`src/sv/b92_pkg.sv`:
```
// shared types, constants and helper functions of the base92 encoder
// no dependencies
`timescale 1ns / 1ps

package b92_pkg;

	localparam int unsigned FIFO_DEPTH = 4;

	localparam logic [4:0] GROUP_BITS = 5'd13;
	localparam logic [4:0] SHORT_BITS = 5'd6;
	localparam logic [7:0] RADIX      = 8'd91;
	// floor(v * 720 / 2^16) is v / 91 or one less for any 13-bit v
	localparam logic [9:0] QUO_RECIP  = 10'd720;

	typedef enum logic [1:0] {
		TAIL_NONE,
		TAIL_CHAR,
		TAIL_PAIR
	} tail_kind_t;

	// one queued job: an optional full group and an optional flush tail
	typedef struct packed {
		logic        grp_vld;
		logic [12:0] grp_val;
		logic [6:0]  grp_quo;
		tail_kind_t  tail;
		logic [12:0] tail_val;   // short tail holds its index in the low six bits
		logic [6:0]  tail_quo;
		logic        fin;
	} b92_entry_t;

	// quotient estimate, may be one below the true value
	function automatic logic [6:0] quo_est(input logic [12:0] v);
		logic [22:0] p;
		p = 23'(v) * 23'(QUO_RECIP);
		return p[22:16];
	endfunction

	// alphabet: '!', then '#'..'_', then 'a'..'}'
	function automatic logic [6:0] alpha_code(input logic [6:0] idx);
		logic [6:0] code;
		if (idx == 7'd0) begin
			code = 7'd33;
		end else if (idx <= 7'd61) begin
			code = 7'(idx + 7'd34);
		end else begin
			code = 7'(idx + 7'd35);
		end
		return code;
	endfunction

endpackage

```
`src/sv/b92_fifo.sv`:
```
// short job queue between the front and back parts of the base92 encoder
// depends on b92_pkg for the entry type
`timescale 1ns / 1ps

module b92_fifo
	import b92_pkg::*;
#(
	parameter int unsigned DEPTH = FIFO_DEPTH
) (
	input  logic       clk,
	input  logic       arst_n,
	input  logic       push,
	input  b92_entry_t wr_entry,
	input  logic       pop,
	output b92_entry_t rd_entry,
	output logic       full,
	output logic       empty
);

	localparam int unsigned AW = (DEPTH > 1) ? $clog2(DEPTH) : 1;
	localparam int unsigned CW = $clog2(DEPTH + 1);
	localparam logic [AW-1:0] LAST_IDX = AW'(DEPTH - 1);
	localparam logic [CW-1:0] FULL_CNT = CW'(DEPTH);

	b92_entry_t      mem_q [DEPTH];
	logic [AW-1:0]   wr_ptr_q;
	logic [AW-1:0]   rd_ptr_q;
	logic [CW-1:0]   cnt_q;

	assign full     = (cnt_q == FULL_CNT);
	assign empty    = (cnt_q == '0);
	assign rd_entry = mem_q[rd_ptr_q];

	always_ff @(posedge clk) begin
		if (push) begin
			mem_q[wr_ptr_q] <= wr_entry;
		end
	end

	always_ff @(posedge clk or negedge arst_n) begin
		if (!arst_n) begin
			wr_ptr_q <= '0;
			rd_ptr_q <= '0;
			cnt_q    <= '0;
		end else begin
			if (push) begin
				wr_ptr_q <= (wr_ptr_q == LAST_IDX) ? '0 : AW'(wr_ptr_q + 1'b1);
			end
			if (pop) begin
				rd_ptr_q <= (rd_ptr_q == LAST_IDX) ? '0 : AW'(rd_ptr_q + 1'b1);
			end
			if (push && !pop) begin
				cnt_q <= CW'(cnt_q + 1'b1);
			end else if (pop && !push) begin
				cnt_q <= CW'(cnt_q - 1'b1);
			end
		end
	end

endmodule

```
`src/sv/b92_front.sv`:
```
// front part of the base92 encoder: bit accumulator, group split and flush tail
// depends on b92_pkg; feeds jobs into b92_fifo
`timescale 1ns / 1ps

module b92_front
	import b92_pkg::*;
(
	input  logic       clk,
	input  logic       arst_n,
	input  logic       s_tvalid,
	output logic       s_tready,
	input  logic [7:0] s_tdata,    // [7:0] data_byte
	input  logic       s_tlast,    // final_byte
	input  logic       q_full,
	output logic       push,
	output b92_entry_t entry
);

	logic [11:0] pend_q;
	logic [3:0]  cnt_q;

	logic        accept;
	logic [19:0] acc;
	logic [4:0]  cnt;
	logic        has_grp;
	logic [4:0]  rest;
	logic [19:0] grp_sh;
	logic [3:0]  cnt2;
	logic [19:0] mask;
	logic [19:0] acc2;
	logic [3:0]  sh_short;
	logic [3:0]  sh_pair;
	logic [5:0]  short_idx;
	logic [12:0] pair_val;

	assign s_tready = !q_full;
	assign accept   = s_tvalid && s_tready;

	always_comb begin
		acc      = {pend_q, s_tdata};
		cnt      = 5'({1'b0, cnt_q} + 5'd8);
		has_grp  = (cnt >= GROUP_BITS);
		rest     = 5'(cnt - GROUP_BITS);
		grp_sh   = acc >> rest[2:0];
		cnt2     = has_grp ? rest[3:0] : cnt[3:0];
		mask     = 20'((20'd1 << cnt2) - 20'd1);
		acc2     = acc & mask;
		sh_short = 4'(SHORT_BITS[3:0] - cnt2);
		sh_pair  = 4'(4'd13 - cnt2);
		short_idx = 6'(acc2[5:0] << sh_short[2:0]);
		pair_val  = 13'(acc2[12:0] << sh_pair[2:0]);

		entry.grp_vld  = has_grp;
		entry.grp_val  = grp_sh[12:0];
		entry.grp_quo  = quo_est(grp_sh[12:0]);
		entry.fin      = s_tlast;
		entry.tail_val = pair_val;
		entry.tail_quo = quo_est(pair_val);
		if (!s_tlast || cnt2 == 4'd0) begin
			entry.tail = TAIL_NONE;
		end else if ({1'b0, cnt2} <= SHORT_BITS) begin
			entry.tail     = TAIL_CHAR;
			entry.tail_val = {7'd0, short_idx};
		end else begin
			entry.tail = TAIL_PAIR;
		end
	end

	// a byte that only fills the accumulator queues nothing
	assign push = accept && (has_grp || s_tlast);

	always_ff @(posedge clk or negedge arst_n) begin
		if (!arst_n) begin
			pend_q <= '0;
			cnt_q  <= '0;
		end else if (accept) begin
			if (s_tlast) begin
				pend_q <= '0;
				cnt_q  <= '0;
			end else begin
				pend_q <= acc2[11:0];
				cnt_q  <= cnt2;
			end
		end
	end

endmodule

```
`src/sv/b92_back.sv`:
```
// back part of the base92 encoder: walks each job one character per cycle while the receiver is ready
// depends on b92_pkg; drains b92_fifo into the output register
`timescale 1ns / 1ps

module b92_back
	import b92_pkg::*;
(
	input  logic       clk,
	input  logic       arst_n,
	input  b92_entry_t entry,
	input  logic       q_empty,
	output logic       pop,
	output logic       m_tvalid,
	input  logic       m_tready,
	output logic [7:0] m_tdata,    // [6:0] char_code, [7] zero
	output logic       m_tlast     // final_char
);

	logic [1:0] ptr_q;
	logic       vld_q;
	logic [6:0] code_q;
	logic       last_q;

	logic        load;
	logic        emit;
	logic [2:0]  n_chars;
	logic [2:0]  tail_chars;
	logic        in_grp;
	logic [1:0]  tpos;
	logic        hi;
	logic        direct;
	logic [12:0] sel_val;
	logic [6:0]  sel_quo;
	logic [12:0] prod;
	logic [12:0] diff;
	logic [7:0]  rem0;
	logic [6:0]  quo;
	logic [6:0]  rem;
	logic [6:0]  idx;
	logic        is_last;

	always_comb begin
		unique case (entry.tail)
			TAIL_NONE: tail_chars = 3'd0;
			TAIL_CHAR: tail_chars = 3'd1;
			TAIL_PAIR: tail_chars = 3'd2;
			default:   tail_chars = 3'd0;
		endcase
		n_chars = 3'(tail_chars + (entry.grp_vld ? 3'd2 : 3'd0));
		in_grp  = entry.grp_vld && !ptr_q[1];
		tpos    = entry.grp_vld ? 2'(ptr_q - 2'd2) : ptr_q;
		direct  = !in_grp && (entry.tail == TAIL_CHAR);
		hi      = in_grp ? !ptr_q[0] : !tpos[0];
		sel_val = in_grp ? entry.grp_val : entry.tail_val;
		sel_quo = in_grp ? entry.grp_quo : entry.tail_quo;

		// remainder from the quotient estimate, then one correction step
		prod = 13'(sel_quo) * 13'(RADIX);
		diff = 13'(sel_val - prod);
		rem0 = diff[7:0];
		if (rem0 >= RADIX) begin
			quo = 7'(sel_quo + 7'd1);
			rem = 7'(rem0 - RADIX);
		end else begin
			quo = sel_quo;
			rem = rem0[6:0];
		end

		if (direct) begin
			idx = {1'b0, entry.tail_val[5:0]};
		end else begin
			idx = hi ? quo : rem;
		end
		is_last = ({1'b0, ptr_q} == 3'(n_chars - 3'd1));
	end

	assign load = !vld_q || m_tready;
	assign emit = load && !q_empty;
	assign pop  = emit && is_last;

	always_ff @(posedge clk or negedge arst_n) begin
		if (!arst_n) begin
			ptr_q  <= '0;
			vld_q  <= 1'b0;
			code_q <= '0;
			last_q <= 1'b0;
		end else if (load) begin
			vld_q <= emit;
			if (emit) begin
				code_q <= alpha_code(idx);
				last_q <= is_last && entry.fin;
				ptr_q  <= is_last ? 2'd0 : 2'(ptr_q + 2'd1);
			end
		end
	end

	assign m_tvalid = vld_q;
	assign m_tdata  = {1'b0, code_q};
	assign m_tlast  = last_q;

endmodule

```
`src/sv/base92_encoder.sv`:
```
// base92 encoder top level: front accumulator, job queue and character sequencer
// depends on b92_pkg, b92_front, b92_fifo and b92_back
//
// usage:
//   input stream s_*: one byte per transaction in s_tdata[7:0], bits used msb
//   first; s_tlast marks the last byte of a message and flushes leftover bits.
//   output stream m_*: one character per transaction, ascii code in
//   m_tdata[6:0]; m_tlast marks the last character of the message.
// every 13 accumulated bits give two characters; a flush of 1 to 6 bits gives
// one more, of 7 to 12 bits two more, so a byte yields 0 to 4 characters.
// the first character of a byte passes through the job queue and then the
// output register. throughput: one byte per cycle in while the job queue has room,
// one character per cycle out while the receiver is ready; the output
// sequencer sets the sustained rate.
// a stalled receiver holds the output register; the queue keeps taking bytes
// until it is full, then s_tready drops.
// reset clears the accumulator, the queue and the output register.
`timescale 1ns / 1ps

module base92_encoder
	import b92_pkg::*;
#(
	parameter int unsigned QUEUE_DEPTH = FIFO_DEPTH
) (
	input  logic       clk,
	input  logic       arst_n,
	input  logic       s_tvalid,
	output logic       s_tready,
	input  logic [7:0] s_tdata,    // [7:0] data_byte
	input  logic       s_tlast,    // final_byte
	output logic       m_tvalid,
	input  logic       m_tready,
	output logic [7:0] m_tdata,    // [6:0] char_code, [7] zero
	output logic       m_tlast     // final_char
);

	b92_entry_t wr_entry;
	b92_entry_t rd_entry;
	logic       push;
	logic       pop;
	logic       q_full;
	logic       q_empty;

	b92_front u_front (
		.clk      (clk),
		.arst_n   (arst_n),
		.s_tvalid (s_tvalid),
		.s_tready (s_tready),
		.s_tdata  (s_tdata),
		.s_tlast  (s_tlast),
		.q_full   (q_full),
		.push     (push),
		.entry    (wr_entry)
	);

	b92_fifo #(
		.DEPTH (QUEUE_DEPTH)
	) u_fifo (
		.clk      (clk),
		.arst_n   (arst_n),
		.push     (push),
		.wr_entry (wr_entry),
		.pop      (pop),
		.rd_entry (rd_entry),
		.full     (q_full),
		.empty    (q_empty)
	);

	b92_back u_back (
		.clk      (clk),
		.arst_n   (arst_n),
		.entry    (rd_entry),
		.q_empty  (q_empty),
		.pop      (pop),
		.m_tvalid (m_tvalid),
		.m_tready (m_tready),
		.m_tdata  (m_tdata),
		.m_tlast  (m_tlast)
	);

endmodule

```
`config.mk`:
```
export PLATFORM = sky130hd
export DESIGN_NAME = base92_encoder
export DESIGN_NICKNAME = d
export VERILOG_FILES = /design/src/sv/b92_pkg.sv /design/src/sv/b92_fifo.sv /design/src/sv/b92_front.sv /design/src/sv/b92_back.sv /design/src/sv/base92_encoder.sv
export SDC_FILE = /design/constraint.sdc
export NUM_CORES = 1
export LEC_CHECK = 0
export ABC_AREA = 1
export BUFFER_PORTS_ARGS = -buffer_cell sky130_fd_sc_hd__buf_4
export CAP_MARGIN = 15
export CORE_MARGIN = 1.5
export CORE_UTILIZATION = 55
export CTS_CLUSTER_SIZE = 28
export DETAILED_ROUTE_END_ITERATION = 6
export PLACE_DENSITY = 0.81
export SETUP_SLACK_MARGIN = 0.15
export SYNTH_ARGS = -nofsm -noshare
export SYNTH_HDL_FRONTEND = slang
export SYNTH_HIERARCHICAL = 1
export SYNTH_SLANG_ARGS = --single-unit
```
`constraint.sdc`:
```
create_clock -name clk -period 19.9 [get_ports clk]
set_input_delay 3.98 -clock clk [delete_from_list [all_inputs] [get_ports clk]]
set_output_delay 3.98 -clock clk [all_outputs]
set_load 0.1 [all_outputs]
```
# After elaboration in Yosys (flattened, before gate mapping)
# Memories as Yosys holds them, arrays and structs flattened.
# Cells that the tools add are included.
[totals] input_bits=13 mem_bits_rw=176 ff_bits=34 mem_count=1 output_inout_bits=11
[memory_table] name="u_fifo.mem_q" depth=4 width=44 read_ports=1 rd_ports_with_merged_regs=0 write_ports=1 line="b92_fifo.sv:25" rtl="b92_entry_t mem_q [DEPTH];"
[classes] bitwise_logic=1 n_mux=26 n_reduce_logical=27 n_lt_le_gt_ge=4 add_sub_neg=18 mul=3 eq_ne=6 shifts=4
[op_table] operator="7-bit 2-to-1 mux" count=7
[op_table] operator="13-bit by 6-bit multiplier with 19-bit output (second input constant)" count=2
[op_table] operator="13-bit 2-to-1 mux" count=2
[op_table] operator="20-bit by 3-bit right shift with 13-bit output" count=1
[op_table] operator="7-bit by 6-bit adder with 7-bit output (second input constant)" count=2
[op_table] operator="13-bit bitwise AND" count=1
[op_table] operator="1-bit by 4-bit << shifter with 13-bit output (first input constant)" count=1
[op_table] operator="13-bit by 3-bit << shifter with 13-bit output" count=1
[op_table] operator="13-bit by 1-bit subtractor with 13-bit output (second input constant)" count=1
[op_table] operator="12-bit 2-to-1 mux" count=1
[op_table] operator="2-bit 2-to-1 mux" count=6
[op_table] operator="1-bit logical NOT" count=10
[op_table] operator="1-bit logical AND" count=9
[op_table] operator="8-bit by 7-bit greater-or-equal comparator with 1-bit output (second input constant)" count=1
[op_table] operator="7-bit by 7-bit multiplier with 8-bit output (second input constant)" count=1
[op_table] operator="4-bit 2-to-1 mux" count=2
[op_table] operator="8-bit 2-to-1 mux" count=1
[op_table] operator="8-bit subtractor" count=1
[op_table] operator="7-bit by 1-bit adder with 7-bit output (second input constant)" count=1
[op_table] operator="7-bit by 6-bit less-or-equal comparator with 1-bit output (second input constant)" count=1
[op_table] operator="7-bit logical NOT" count=1
[op_table] operator="7-bit subtractor (second input constant)" count=1
[op_table] operator="2-bit by 1-bit adder with 2-bit output (second input constant)" count=3
[op_table] operator="2-bit equality test (second input constant)" count=3
[op_table] operator="other kinds (21)" count=29

# Longest topological paths before layout
[logic_depth] word_depth=12 mapped_depth=49 mapped_depth_nobuf=46

# Cells and area by module
# The synthesis kept the hierarchy.
[modules_own_cells] module="b92_fifo" instances=1 area_per_inst_um2=7434.6 cells_per_inst=564 seq_area_each_um2=5460.2
[modules_own_cells] module="b92_front" instances=1 area_per_inst_um2=5118.7 cells_per_inst=748 seq_area_each_um2=400.4
[modules_own_cells] module="b92_back" instances=1 area_per_inst_um2=2778.9 cells_per_inst=446 seq_area_each_um2=275.3

# Least setup slack after synthesis
# OpenSTA, ideal clock, no wires.
[synth_path] path_kind="input-to-reg" startpoint="in s_tdata[4]" endpoint="mem u_fifo/mem_q[0][25] (netlist bit) (data pin)" required_time_ns=19.635 cell_stages=22 t_arrival_ns=7.319 n_path_buf=0 setup_slack_ns=12.315 cell_sequence="inv_1 -> nand2_1 -> o21ai_0 -> nand2_1 -> o21ai_0 -> o21ai_0 -> ha_1 -> inv_1 -> fa_1 -> fa_1 -> inv_1 -> ha_1 -> nand2_1 -> o31ai_1 -> a21oi_1 -> o21bai_1 -> a21o_1 -> nand3_1 -> nand2_1 -> nand3_1 -> nand3_1 -> nand2_1"
[synth_rtl] element="from (decl)" line="base92_encoder.sv:29" rtl="input logic [7:0] s_tdata,"
[synth_rtl] element="to (decl)" line="b92_fifo.sv:25"

==> run summary <==
Req. time, crit path = 20.10 ns
Slew Limit Fails = 0
met3 Usage GRT = 3.00%
H-tree lvl count = 4
status = finished clean
synthesized net count = 1810
total CTS buffers = 17
post-CTS setup buffers = 0
initial drt markers = 931
GR Util met2 = 41.5%
number of fillers in the final layout = 2053
gpl congestion = 0.908
post-DP HPWL = 22200 µm
critical path startpoint category = primary input
RSZ-0062 raised after global routing = no
DIE WIDTH = 161 µm
Ys Warns = 6
routed via count = 10800
CORE AREA = 24500 µm²
Cells after DPL = 1938
f_max = 126 MHz
setup TNS = 0 ns
Final setup viols = 0
GRT Util Overall = 24.0%
Syn Area/Cell = 8.38 µm²
finished layout cell area = 14600 µm²
Final Critical Period = 7.91 ns
commonest cells after routing, fill and taps aside = nand2_1 (415), inv_1 (302), edfxtp_1 (136), ha_1 (112), nand3_1 (102)
Max Cap Violations = 0
I/O pin count = 24
DIE AREA = 26000 µm²
worst min path class = flop to flop
fin crit share = 39.7%
number of global-route vias before repair = 10500
leading cell type in the layout, fill and taps excluded = nand2_1
Reg clk slew, reported paths = 0.07 ns
clock skew = 0.0191 ns
met1 usage = 30.6%
Die H = 161 µm
area post-placement = 14000 µm²
share of cells above drive strength 1 = 9.54%
CP max FO = 6
worst slew pin tran = 0.921 ns
Final Hold Fails = 0
area added between synthesis and finish = 5.69%
Clock Latency Late Sink = 0.44 ns
wire per inst = 15.2 µm
Initial Util = 56.3%
Sink Count = 170
Syn Inst Count = 1643
First-pass DRT Iterations = 5
antenna violations before repair = 0
Setup CP Type = primary input to flop
Setup crit end kind = flop
drc violations = 0
mapped cell area = 13800 µm²
Final Non-Filler Cells = 1970
largest net degree at the start of global routing = 78
first-pass GRT wire length = 50000 µm
PostCTS Resize Cnt = 0
cts hold-fix bufs = 0
remaining global-route overflow = 0
WL final = 29900 µm
clk root buf = clkbuf_16
gr busiest metal = met2
Slew Limit Headroom = 37.9%
CTS tree = built
# rows = 57
antenna-violating nets left = 0
vias per cell = 5.47
nets@finish = 1800
data arrival time of the critical path = 8.11 ns
antenna cell count = 0
Max Buffers Root-to-Sink = 2
PortBufs = 22
[registers in the layout, summed over array words and instances (netlist names), 2 cells and up]
signal           flops
u_front/cnt_q        4
u_fifo/cnt_q         3
u_fifo/wr_ptr_q      2
u_back/code_q        7
u_fifo/rd_ptr_q      2
u_front/pend_q      12
u_fifo/mem_q       136
u_back/ptr_q         2
[critical path, stage by stage]
cell	delay, ns
buf_4	0.09
inv_1	0.04
nand2_1	0.04
o21ai_0	0.14
nand2_1	0.09
o21ai_0	0.12
o21ai_0	0.61
ha_1	0.35
inv_1	0.10
fa_1	0.44
fa_1	0.51
inv_1	0.04
ha_1	0.29
nand2_1	0.06
o31ai_1	0.30
a21oi_1	0.11
o21bai_1	0.14
a21o_1	0.15
nand3_1	0.07
nand2_1	0.11
xor2_1	0.33
[worst paths after layout]
check / from / endpoint / slack [ns] / depth (start not counted)
max reg2reg: u_front/cnt_q[0] / u_fifo/mem_q[1][4] / 12.27 / 32
min in group asynchronous: arst_n / u_front/pend_q[3] / 3.50 / 1
min: u_back/code_q[4] / u_back/code_q[4] / 0.49 / 2
max: s_tdata[4] / u_fifo/mem_q[3][23] / 11.99 / 21
max in group asynchronous: arst_n / u_back/m_tlast / 16.03 / 1
min reg2reg: u_back/code_q[4] / u_back/code_q[4] / 0.49 / 2
[layer usage]
metal  share of wire (%)  wire length [µm]
met1                  43             12900
met2                  49             14500
met3                 5.6              1670
met4                 2.8               847
met5                   0                 0
[final cells by class]
class                           instances  area, µm²  share of cell area (%)
Multi-Input combinational cell       1094       7180                    49.3
Sequential cell                       170       4930                    33.9
Inverter                              318       1190                    8.21
Clock buffer                           20        478                    3.28
Tap cell                              324        405                    2.79
Timing Repair Buffer                   32        240                    1.65
Clock inverter                         12        125                   0.860
[stage by stage]
stage               hold slack [ns]  util (%)  worst slack [ns]
floorplan                     0.463         -             12.32
global placement              0.467      57.0             11.75
detailed placement            0.470      57.0             11.61
CTS                           0.489      59.5             12.04
global route                  0.513      59.5             11.63
finish                        0.491      59.5             11.99
Power is not shown: default switching activity piles up to over one toggle a cycle in this logic, so the estimate is an artifact.
